### src/rtl/twap_pkg.sv
// Shared types and constants for the time-weighted ARMA predictor.
// Used by twap_ctrl, twap_dp and the top level; no dependencies.
package twap_pkg;

    localparam int COEF_REGS = 3;
    localparam int TAP_W     = 4;   // holds tap counts up to 14 plus one
    localparam int HORNER_N  = 10;

    localparam logic [2:0] REG_DECAY  = 3'd0;
    localparam logic [2:0] REG_AR_1   = 3'd1;
    localparam logic [2:0] REG_AR_2   = 3'd2;
    localparam logic [2:0] REG_AR_3   = 3'd3;
    localparam logic [2:0] REG_MA_1   = 3'd4;
    localparam logic [2:0] REG_MA_2   = 3'd5;
    localparam logic [2:0] REG_MA_3   = 3'd6;

    localparam logic [28:0] EXP_M1_Q30 = 29'd395007542;
    localparam logic [30:0] Q30_ONE    = 31'h4000_0000;

    typedef enum logic [4:0] {
        OP_NONE,
        OP_X,
        OP_DIV_STEP,
        OP_H_MUL,
        OP_H_RCP,
        OP_H_UPD,
        OP_K_MUL,
        OP_W_RND,
        OP_CW,
        OP_T_LO,
        OP_T_HI,
        OP_AR_ACC,
        OP_MA_MUL,
        OP_MA_ACC,
        OP_PRED,
        OP_COMMIT
    } op_t;

    typedef struct packed {
        logic             take;
        op_t              op;
        logic [TAP_W-1:0] tap;
        logic [3:0]       n;
    } cmd_t;

    typedef struct packed {
        logic             decay_zero;
        logic             k_big;
        logic [3:0]       k;
        logic [TAP_W-1:0] count;
        logic             out_free;
    } status_t;

    // floor(2^32 / n) for the Horner divisors
    function automatic logic [32:0] recip(input logic [3:0] n);
        logic [32:0] r;
        case (n)
            4'd1:    r = 33'h1_0000_0000;
            4'd2:    r = 33'd2147483648;
            4'd3:    r = 33'd1431655765;
            4'd4:    r = 33'd1073741824;
            4'd5:    r = 33'd858993459;
            4'd6:    r = 33'd715827882;
            4'd7:    r = 33'd613566756;
            4'd8:    r = 33'd536870912;
            4'd9:    r = 33'd477218588;
            4'd10:   r = 33'd429496729;
            default: r = 33'd0;
        endcase
        return r;
    endfunction

endpackage

### src/rtl/twap_ctrl.sv
// Sequencer for the predictor: walks AR taps (weight, product, accumulate),
// MA taps, then saturation and history commit. Depends on twap_pkg.
module twap_ctrl #(
    parameter int AR_TAPS = 3,
    parameter int MA_TAPS = 3
) (
    input  logic              aclk,
    input  logic              aresetn,
    input  logic              s_tvalid,
    output logic              s_tready,
    input  twap_pkg::status_t status,
    output twap_pkg::cmd_t    cmd
);
    import twap_pkg::*;

    typedef enum logic [3:0] {
        S_IDLE, S_AR_SEL, S_DIV, S_EXP_CHK, S_H_MUL, S_H_RCP, S_H_UPD, S_K_MUL,
        S_WRND, S_CW, S_T_LO, S_T_HI, S_AR_ACC, S_MA_SEL, S_MA_ACC, S_COMMIT
    } state_t;

    state_t           state_reg;
    logic [TAP_W-1:0] tap_reg;
    logic [3:0]       n_reg;
    logic [3:0]       kcnt_reg;
    logic [4:0]       dcnt_reg;

    logic ar_live, ma_live;

    assign ar_live = (tap_reg <= TAP_W'(AR_TAPS)) && (tap_reg <= status.count)
                  && (tap_reg <= TAP_W'(COEF_REGS));
    assign ma_live = (tap_reg <= TAP_W'(MA_TAPS)) && (tap_reg <= status.count)
                  && (tap_reg <= TAP_W'(COEF_REGS));

    assign s_tready = (state_reg == S_IDLE);

    always_comb begin
        cmd.take = s_tready && s_tvalid;
        cmd.tap  = tap_reg;
        cmd.n    = n_reg;
        case (state_reg)
            S_AR_SEL: cmd.op = ar_live ? OP_X : OP_NONE;
            S_DIV:    cmd.op = OP_DIV_STEP;
            S_H_MUL:  cmd.op = OP_H_MUL;
            S_H_RCP:  cmd.op = OP_H_RCP;
            S_H_UPD:  cmd.op = OP_H_UPD;
            S_K_MUL:  cmd.op = OP_K_MUL;
            S_WRND:   cmd.op = OP_W_RND;
            S_CW:     cmd.op = OP_CW;
            S_T_LO:   cmd.op = OP_T_LO;
            S_T_HI:   cmd.op = OP_T_HI;
            S_AR_ACC: cmd.op = OP_AR_ACC;
            S_MA_SEL: cmd.op = ma_live ? OP_MA_MUL : OP_PRED;
            S_MA_ACC: cmd.op = OP_MA_ACC;
            S_COMMIT: cmd.op = status.out_free ? OP_COMMIT : OP_NONE;
            default:  cmd.op = OP_NONE;
        endcase
    end

    always_ff @(posedge aclk) begin
        if (!aresetn) begin
            state_reg <= S_IDLE;
            tap_reg   <= '0;
            n_reg     <= '0;
            kcnt_reg  <= '0;
            dcnt_reg  <= '0;
        end else begin
            case (state_reg)
                S_IDLE: begin
                    if (s_tvalid) begin
                        tap_reg   <= TAP_W'(1);
                        state_reg <= S_AR_SEL;
                    end
                end
                S_AR_SEL: begin
                    if (!ar_live) begin
                        tap_reg   <= TAP_W'(1);
                        state_reg <= S_MA_SEL;
                    end else if (status.decay_zero) begin
                        dcnt_reg  <= '0;
                        state_reg <= S_DIV;
                    end else begin
                        state_reg <= S_EXP_CHK;
                    end
                end
                S_DIV: begin
                    dcnt_reg <= dcnt_reg + 5'd1;
                    if (dcnt_reg == 5'd16) begin
                        state_reg <= S_WRND;
                    end
                end
                S_EXP_CHK: begin
                    kcnt_reg  <= status.k;
                    n_reg     <= 4'(HORNER_N);
                    state_reg <= status.k_big ? S_WRND : S_H_MUL;
                end
                S_H_MUL: state_reg <= S_H_RCP;
                S_H_RCP: state_reg <= S_H_UPD;
                S_H_UPD: begin
                    n_reg <= n_reg - 4'd1;
                    if (n_reg == 4'd1) begin
                        state_reg <= (kcnt_reg == 4'd0) ? S_WRND : S_K_MUL;
                    end else begin
                        state_reg <= S_H_MUL;
                    end
                end
                S_K_MUL: begin
                    kcnt_reg <= kcnt_reg - 4'd1;
                    if (kcnt_reg == 4'd1) begin
                        state_reg <= S_WRND;
                    end
                end
                S_WRND: state_reg <= S_CW;
                S_CW:   state_reg <= S_T_LO;
                S_T_LO: state_reg <= S_T_HI;
                S_T_HI: state_reg <= S_AR_ACC;
                S_AR_ACC: begin
                    tap_reg   <= tap_reg + TAP_W'(1);
                    state_reg <= S_AR_SEL;
                end
                S_MA_SEL: begin
                    if (ma_live) begin
                        state_reg <= S_MA_ACC;
                    end else begin
                        state_reg <= S_COMMIT;
                    end
                end
                S_MA_ACC: begin
                    tap_reg   <= tap_reg + TAP_W'(1);
                    state_reg <= S_MA_SEL;
                end
                S_COMMIT: begin
                    if (status.out_free) begin
                        state_reg <= S_IDLE;
                    end
                end
                default: state_reg <= S_IDLE;
            endcase
        end
    end

endmodule

### config.mk
export PLATFORM = sky130hd
export DESIGN_NAME = twap_ctrl
export DESIGN_NICKNAME = d
export VERILOG_FILES = /design/src/rtl/twap_pkg.sv /design/src/rtl/twap_ctrl.sv
export SDC_FILE = /design/constraint.sdc
export NUM_CORES = 1
export LEC_CHECK = 0
export ABC_AREA = 1
export BUFFER_PORTS_ARGS = -buffer_cell sky130_fd_sc_hd__buf_4
export CORE_AREA = 2 2 61 51
export DETAILED_ROUTE_END_ITERATION = 6
export DIE_AREA = 0 0 63 53
export GPL_ROUTABILITY_DRIVEN = 1
export PLACE_DENSITY = 0.82
export SETUP_SLACK_MARGIN = 0.2
export SLEW_MARGIN = 30
export SYNTH_ARGS = -nofsm -noshare
export SYNTH_HDL_FRONTEND = slang
export SYNTH_SLANG_ARGS = --single-unit
export TNS_END_PERCENT = 30
### constraint.sdc
create_clock -name aclk -period 2.6 [get_ports aclk]
set_input_delay 0 -clock aclk [delete_from_list [all_inputs] [get_ports aclk]]
set_output_delay 0 -clock aclk [all_outputs]
set_load 0.05 [all_outputs]
==> results of run 1 <==
[worst max-delay path by stage]
| stage | to | slack (ps) | cells after the start |
|---|---|---|---|
| 2_1_floorplan | cmd[9] | 700 | 9 |
| 3_3_place_gp | dcnt_reg[0]$_SDFFE_PN0P_ | 1070 | 11 |
| 3_5_place_dp | dcnt_reg[0]$_SDFFE_PN0P_ | 980 | 11 |
| 4_1_cts | cmd[8] | 750 | 9 |
| 5_1_grt | cmd[9] | 580 | 10 |
| 6_report | cmd[9] | 770 | 10 |
[cells by family (layout without fill, tap and decap cells)]
family | Yosys count | in the layout
simple gates | 120 | 120
buf+inv | 47 | 81
compound gates | 38 | 38
flops | 21 | 21
fa+ha+maj | 12 | 12
xor+xnor | 4 | 4
other cells | 1 | 1
[layout make-up]
type | instances | area (sq um) | share of cell area (%)
Clock inverter | 1 | 5.005 | 0.2676
Clock buffer | 3 | 22.52 | 1.204
Timing Repair Buffer | 33 | 262.8 | 14.05
Tap cell | 38 | 47.55 | 2.542
Multi-Input combinational cell | 175 | 944.7 | 50.50
Sequential cell | 21 | 420.4 | 22.47
Inverter | 44 | 167.7 | 8.963
[worst min-delay path: stages]
cell,delay [ps]
sky130_fd_sc_hd__buf_4,110
sky130_fd_sc_hd__inv_1,50
sky130_fd_sc_hd__nand2_1,90
sky130_fd_sc_hd__nand2_1,110
sky130_fd_sc_hd__nor3_1,50
[routing by layer]
metal  routed length (um)  vias up
li1                     -      835
met1                 1693      709
met2                 1625       57
met3                  211        6
met4                   68        0
met5                    0        -
[synthesized netlist by cell type (3+ instances only)]
cell	instances	share of area (%)
sky130_fd_sc_hd__nor2_2	5	2.0
sky130_fd_sc_hd__nor2_4	3	2.2
sky130_fd_sc_hd__ha_1	12	9.7
sky130_fd_sc_hd__nor3_1	6	1.9
sky130_fd_sc_hd__nand2_2	5	2.0
sky130_fd_sc_hd__nor2_1	19	4.6
sky130_fd_sc_hd__a21oi_1	17	5.5
sky130_fd_sc_hd__nand2_1	57	14
sky130_fd_sc_hd__inv_1	42	10
sky130_fd_sc_hd__nand3_1	18	5.8
sky130_fd_sc_hd__o211ai_1	3	1.5
sky130_fd_sc_hd__nand4_1	3	1.2
sky130_fd_sc_hd__dfxtp_1	21	27
sky130_fd_sc_hd__o21ai_0	13	4.2
[report_power, final]
| part | switching (W) | internal, W | leakage, nW | total (W) |
|---|---|---|---|---|
| Combinational | 0.000631 | 0.000281 | 0.739 | 0.000912 |
| Clock | 0.000114 | 0.0000578 | 0.0177 | 0.000172 |
| Sequential | 0.0000659 | 0.000369 | 0.170 | 0.000435 |
| Total | 0.000811 | 0.000707 | 0.927 | 0.00152 |
[stage by stage]
stage | total power [W] | cells | utilization (%) | cell area [sq um]
after global routing | 0.001628 | 315 | 69.25 | 1871
final | 0.001518 | 315 | 69.25 | 1871
after detailed placement | 0.001341 | 305 | 66.00 | 1783
after global placement | 0.001332 | 305 | 66.00 | 1783
after floorplan | 0.001113 | 243 | - | 1549
after CTS | 0.001522 | 315 | 69.25 | 1871
==> impl_metrics.yaml, run 1 <==
floorplanning:
  die-width_um: 63
  core-area_sq_mm: 0.002701
  starting_density_pct: 57.34
  fp.dieArea_sq_mm: 0.003339
  std_cell_rows: 17
  dieHeight_um: 53
  floorplan.io_pins: 29
synth:
  synth-xor-area-share_pct: 2.262
  synthFlopType: "sky130_fd_sc_hd__dfxtp_1"
  mappedNetlistArea_sq_mm: 0.001549
  dominant_combinational_cell_family_by_area_after_synthesis: "simple AND/OR/NAND/NOR gates"
  number_of_enable_type_register_cells_in_the_synthesized_netlist: 0
  synth_cell_types: 27
  postSynthNetCount: 269
  yosys_warnings: 0
  synth_seq_cells: 21
  post_synth_adder_cell_area_pct: 9.693
  synth_sequential_area_ratio_pct: 27.14
  ys_async_sr_fraction_pct: 0
  syn_inst: 243
  muxShareOfSynthArea_pct: 0
  synth_simple_gate_area_share_pct: 35.70
  synth_compound_area_share_pct: 13.09
  synth_area_per_cell_sq_um: 6.374
grt:
  pin_count_of_the_biggest_net_entering_global_routing: 13
  first_global_vias: 1382
  antenna_found_initial: 0
  global_route.peak_usage_layer: "met2"
  grt.met3_usage_pct: 4.255
  overflow: 0
  globalRouteMet2Util_pct: 39.72
  global_route_wire_length_before_repair_um: 6223
  grt_use_met1_pct: 31.60
  grt_use_total_pct: 24.14
hold_path:
  hold_end: "state_reg[0]$_SDFFE_PN0P_"
  worst_hold_path_type: "in2reg"
  hold_depth: 5
  worstHoldStart: "s_tvalid"
route:
  drt.antenna.violating_nets: 0
  routed_wirelength_um: 3598
  detail_route.first_pass.iterations: 6
  detail_route.wl_per_cell_um: 11.42
  detail_route.iter0.violations: 98
  drcViolationCount: 0
  routed-via-count: 1607
  detail_route.vias_per_cell: 5.102
worst_setup_path:
  crit_path_top_delay_cell: "sky130_fd_sc_hd__dfxtp_1"
  critical_path.top_delay_family: "simple AND/OR/NAND/NOR gates"
  worst_r2r_startpoint: "tap_reg[3]$_SDFFE_PN0P_"
  worst_r2r_end: "dcnt_reg[0]$_SDFFE_PN0P_"
  slowest_delay_ps: 440
  ff2ff_path_depth: 11
  worst-path-buf-inv: 2
  worst_endpoint_required_time_ps: 2600
  timing.critical_path.to_type: "output pin"
  path_common_cell: "sky130_fd_sc_hd__nand2_1"
  ff2ff_setup_slack_ps: 970
  crit_fanout: 5
  arr_time_crit_path_ps: 1830
  setup_cp_type: "reg2out"
  worst_setup_path_startpoint: "tap_reg[3]$_SDFFE_PN0P_"
  startpoint_type_of_the_worst_setup_path: "register"
  timing.critical_path.cells: "ha_1, nand2_1, inv_1, nand2_1, nand2_1, nand2_1, nand2_1, nand2_1, nand4_1, buf_4"
cts:
  cts_max_path_buffers: 2
  clock_tree_root: "sky130_fd_sc_hd__clkbuf_4"
  cts_buffers: 3
  postCtsSetupBuffers: 0
  tritoncts: "yes"
  cts.htree.levels: 1
  cts.hold.buffers_added: 6
  source_to_sink_clock_delay_at_the_later_pin_of_the_worst_skew_pair_ps: 330
  cts_resized: 0
  clk_pin_slew_ps: 130
  clock-sinks: 21
layout:
  largest_register_ff_count: 5
  flow.area_growth_from_synthesis_pct: 20.76
  post_route_cells_drive_above_1_share_pct: 18.05
  num_antenna_cells: 0
  layout_common_cells: "sky130_fd_sc_hd__nand2_1, sky130_fd_sc_hd__inv_1, sky130_fd_sc_hd__buf_4"
  mostFrequentLayoutCell: "sky130_fd_sc_hd__nand2_1"
  fillers: 257
  layout.nets: 304
placed_design:
  routabilityCongestion: 0.9766
  placement.setup.worst_slack_ps: 984.1
  estimated_wirelength_of_the_detail_placed_design_um: 2710
  buffer_ports.inserted: 27
sta:
  hold_ws_ps: 118.7
  unrepaired_setup_endpoints_after_global_routing: "false"
  fin_setup_tns_ps: 0
  final.min_clock_period_ps: 1825
  fin_crit_sh_pct: 70.20
  final-setup-viol-count: 0
  finalHoldViolCount: 0
  slew_viol_final: 0
  fin_ws_ps: 774.7
  worst_clock_skew_ps: 13.42
  max_clock_freq_mhz: 547.9
pwr:
  power.static_leakage_nw: 0.9266
  peakVddDrop_mv: 0.3787
  power_per_cell_area_mw_per_mm2: 811.4
run:
  max-cap-violations: 0
run_status:
  outcome: "finished clean"
Power figures use the tool's default switching activity.
==> inputs of run 2 (changes only) <==
- ABC_AREA: 1 -> 0
- CORE_AREA: 2 2 61 51 -> 2 2 64 54
- DIE_AREA: 0 0 63 53 -> 0 0 66 56
- PLACE_DENSITY: 0.82 -> 0.77
- clock period: 2.6 -> 1.7 ns (I/O delays scaled with it)
==> impl_metrics.yaml, run 2 <==
hold_path:
  worst_hold_path_type: "in2reg"
layout:
  instances_no_fill: 327
  flow.area_growth_from_synthesis_pct: 64.94
  largest_register_ff_count: 5
  mostFrequentLayoutCell: "sky130_fd_sc_hd__buf_4"
  num_antenna_cells: 0
  layout_common_cells: "sky130_fd_sc_hd__buf_4, sky130_fd_sc_hd__nor2_1, sky130_fd_sc_hd__buf_6"
  post_route_cells_drive_above_1_share_pct: 48.43
  layout.nets: 314
  design_area_sq_mm: 0.002666
cts:
  source_to_sink_clock_delay_at_the_later_pin_of_the_worst_skew_pair_ps: 260
  clock-sinks: 21
  cts_max_path_buffers: 2
  clock_tree_root: "sky130_fd_sc_hd__clkbuf_8"
  cts_buffers: 3
  tritoncts: "yes"
  cts.htree.levels: 1
  clk_pin_slew_ps: 80
placed_design:
  dpl-instance-area_sq_mm: 0.002205
  estimated_wirelength_of_the_detail_placed_design_um: 3455
  routabilityCongestion: 0.8949
  post-place-cells: 305
  buffer_ports.inserted: 27
synth:
  synthDominantAreaCellType: "sky130_fd_sc_hd__dfxtp_1"
  syn_inst: 214
  ys_async_sr_fraction_pct: 0
  yosys.area.top_type_share_pct: 26.01
  synth_seq_cells: 21
  yosys_warnings: 0
  synth_area_per_cell_sq_um: 7.554
  postSynthNetCount: 240
  synth_most_common_cell: "sky130_fd_sc_hd__dfxtp_1"
  synth_common_cells: "sky130_fd_sc_hd__dfxtp_1, sky130_fd_sc_hd__inv_1, sky130_fd_sc_hd__a21oi_1"
  mappedNetlistArea_sq_mm: 0.001617
  synth_cell_types: 45
  synthFlopType: "sky130_fd_sc_hd__dfxtp_1"
  synth_sequential_area_ratio_pct: 26.01
  number_of_enable_type_register_cells_in_the_synthesized_netlist: 0
  ys_top_cells_by_area: "sky130_fd_sc_hd__dfxtp_1, sky130_fd_sc_hd__ha_1, sky130_fd_sc_hd__a21oi_1, sky130_fd_sc_hd__inv_1, sky130_fd_sc_hd__nor3_1"
worst_setup_path:
  worst_endpoint_required_time_ps: 1700
  arr_time_crit_path_ps: 1920
  crit_fanout: 2
  setup_cp_type: "reg2out"
  startpoint_type_of_the_worst_setup_path: "register"
  slowest_delay_ps: 370
  crit_path_top_delay_cell: "sky130_fd_sc_hd__dfxtp_4"
  timing.critical_path.cells: "ha_4, nor2b_4, o211ai_1, a211oi_1, o21ai_1, buf_4, a2bb2oi_4, buf_6"
  timing.critical_path.to_type: "output pin"
grt:
  global_route_wire_length_before_repair_um: 9101
  overflow: 0
  first_global_vias: 1972
  grt_use_total_pct: 30.78
  pin_count_of_the_biggest_net_entering_global_routing: 18
  antenna_found_initial: 0
route:
  routed_wirelength_um: 6345
  detail_route.iter0.violations: 231
  drt.antenna.violating_nets: 0
  detail_route.vias_per_cell: 6.456
  routed-via-count: 2111
  detail_route.first_pass.iterations: 5
  detail_route.wl_per_cell_um: 19.40
  drcViolationCount: 0
pwr:
  peakVddDrop_mv: 0.9178
  pwr-share-seq_pct: 17.0
  power.net_switching_w: 0.002033
  power.static_leakage_nw: 1.077
  cellInternalPower_w: 0.002143
  power.clock.fraction_pct: 8.1
  p_comb_share_pct: 74.9
  p_sw_share_pct: 48.69
  power_per_cell_area_mw_per_mm2: 1566
sta:
  fin_ws_ps: -222.1
  finalHoldViolCount: 0
  final.min_clock_period_ps: 1922
  fin_crit_sh_pct: 113.1
  hold_ws_ps: 18.80
  fin_setup_tns_ps: -1357
  slew_viol_final: 0
  final-setup-viol-count: 12
  max_clock_freq_mhz: 520.3
  worst_clock_skew_ps: 1.437
  unrepaired_setup_endpoints_after_global_routing: "true"
floorplanning:
  core-area_sq_mm: 0.003018
  floorplan.io_pins: 29
  std_cell_rows: 18
  starting_density_pct: 53.57
  fp.dieArea_sq_mm: 0.003696
  dieHeight_um: 56
  die-width_um: 66
run_status:
  outcome: "finished, violations left"
  violated_checks: "negative setup slack"
run:
  max-cap-violations: 0
==> run 2: changes by cell type after synthesis, moves of 5 or more <==
cell | before | now
sky130_fd_sc_hd__nand2_1 | 57 | 14
sky130_fd_sc_hd__inv_1 | 42 | 19
sky130_fd_sc_hd__nand3_1 | 18 | 5
sky130_fd_sc_hd__nor3_1 | 6 | 14
sky130_fd_sc_hd__a211oi_1 | 1 | 7
sky130_fd_sc_hd__nand2_2 | 5 | 0
sky130_fd_sc_hd__nor2_2 | 5 | 0
sky130_fd_sc_hd__nor2b_1 | 0 | 5
==> run 2: path summary, 6_finish.rpt <==
path	depth (start not counted)	startpoint	end	slack [ps]
worst max-delay path	8	tap_reg[1]$_SDFFE_PN0P_	cmd[9]	-220
worst min-delay path	2	aresetn	tap_reg[0]$_SDFFE_PN0P_	20
worst max register to register	7	dcnt_reg[1]$_SDFFE_PN0P_	state_reg[2]$_SDFFE_PN0P_	-160
worst min register to register	2	n_reg[2]$_SDFFE_PN0P_	n_reg[2]$_SDFFE_PN0P_	530
==> run 2: power by group through the flow <==
stage | logic [W] | registers [W] | clock network (W)
after floorplan | 0.00147 | 0.000782 | 0
after global placement | 0.00220 | 0.000690 | 0
after detailed placement | 0.00228 | 0.000696 | 0
after CTS | 0.00274 | 0.000696 | 0.000339
after global routing | 0.00325 | 0.000723 | 0.000363
final | 0.00313 | 0.000711 | 0.000339
==> run 2: final cells by class <==
class	count	area, sq um
clock buffers	3	41.29
multi-input cells	161	1338
fillers	144	351.6
flip-flops and latches	21	449.2
inverters	19	77.57
clock inverters	1	5.005
well taps	40	50.05
repair buffers	82	705.7
==> run 2: worst max-delay path, delay by kind of cell (launching register included) <==
| kind | cells | cell delay (ps) |
|---|---|---|
| compound gates | 4 | 590 |
| simple gates | 1 | 120 |
| buf+inv | 2 | 310 |
| fa+ha+maj | 1 | 270 |
| flops | 1 | 370 |
==> run 2: cells by family after synthesis <==
logic type	count (synthesis)	synth area share, %
flops	21	26.01
other cells	1	0.2320
xor+xnor	3	1.626
buf+inv	32	8.359
mux	4	2.477
fa+ha+maj	12	9.288
compound gates	66	27.17
simple gates	75	24.84
==> run 2: routing by layer <==
layer  vias up  share of wire, %  GRT usage, %
met5         -                 0             0
met4         0               2.4         7.580
met3        26               8.0         6.275
met2       145                49         54.98
met1      1009                40         37.31
li1        931                 -             -
==> run 2: repair_timing <==
item / 4_1_cts / 5_1_grt
setup buffers: 14 / 3
gates cloned: 0 / 0
resized for setup: 47 / 20
endpoints found under the hold margin: 1 / 0
hold buffers: 1 / 0
pin swaps: 22 / 22
endpoints found under the setup margin: 22 / 26
==> run 2: per-stage QoR <==
step	power [W]	util, %	worst slack (ps)
2_1_floorplan	0.002249	-	-24.68
3_3_place_gp	0.002894	73.05	-32.89
3_5_place_dp	0.002977	73.05	-77.03
4_1_cts	0.003778	84.66	-219.0
5_1_grt	0.004334	88.35	-291.4
6_report	0.004176	88.35	-222.1
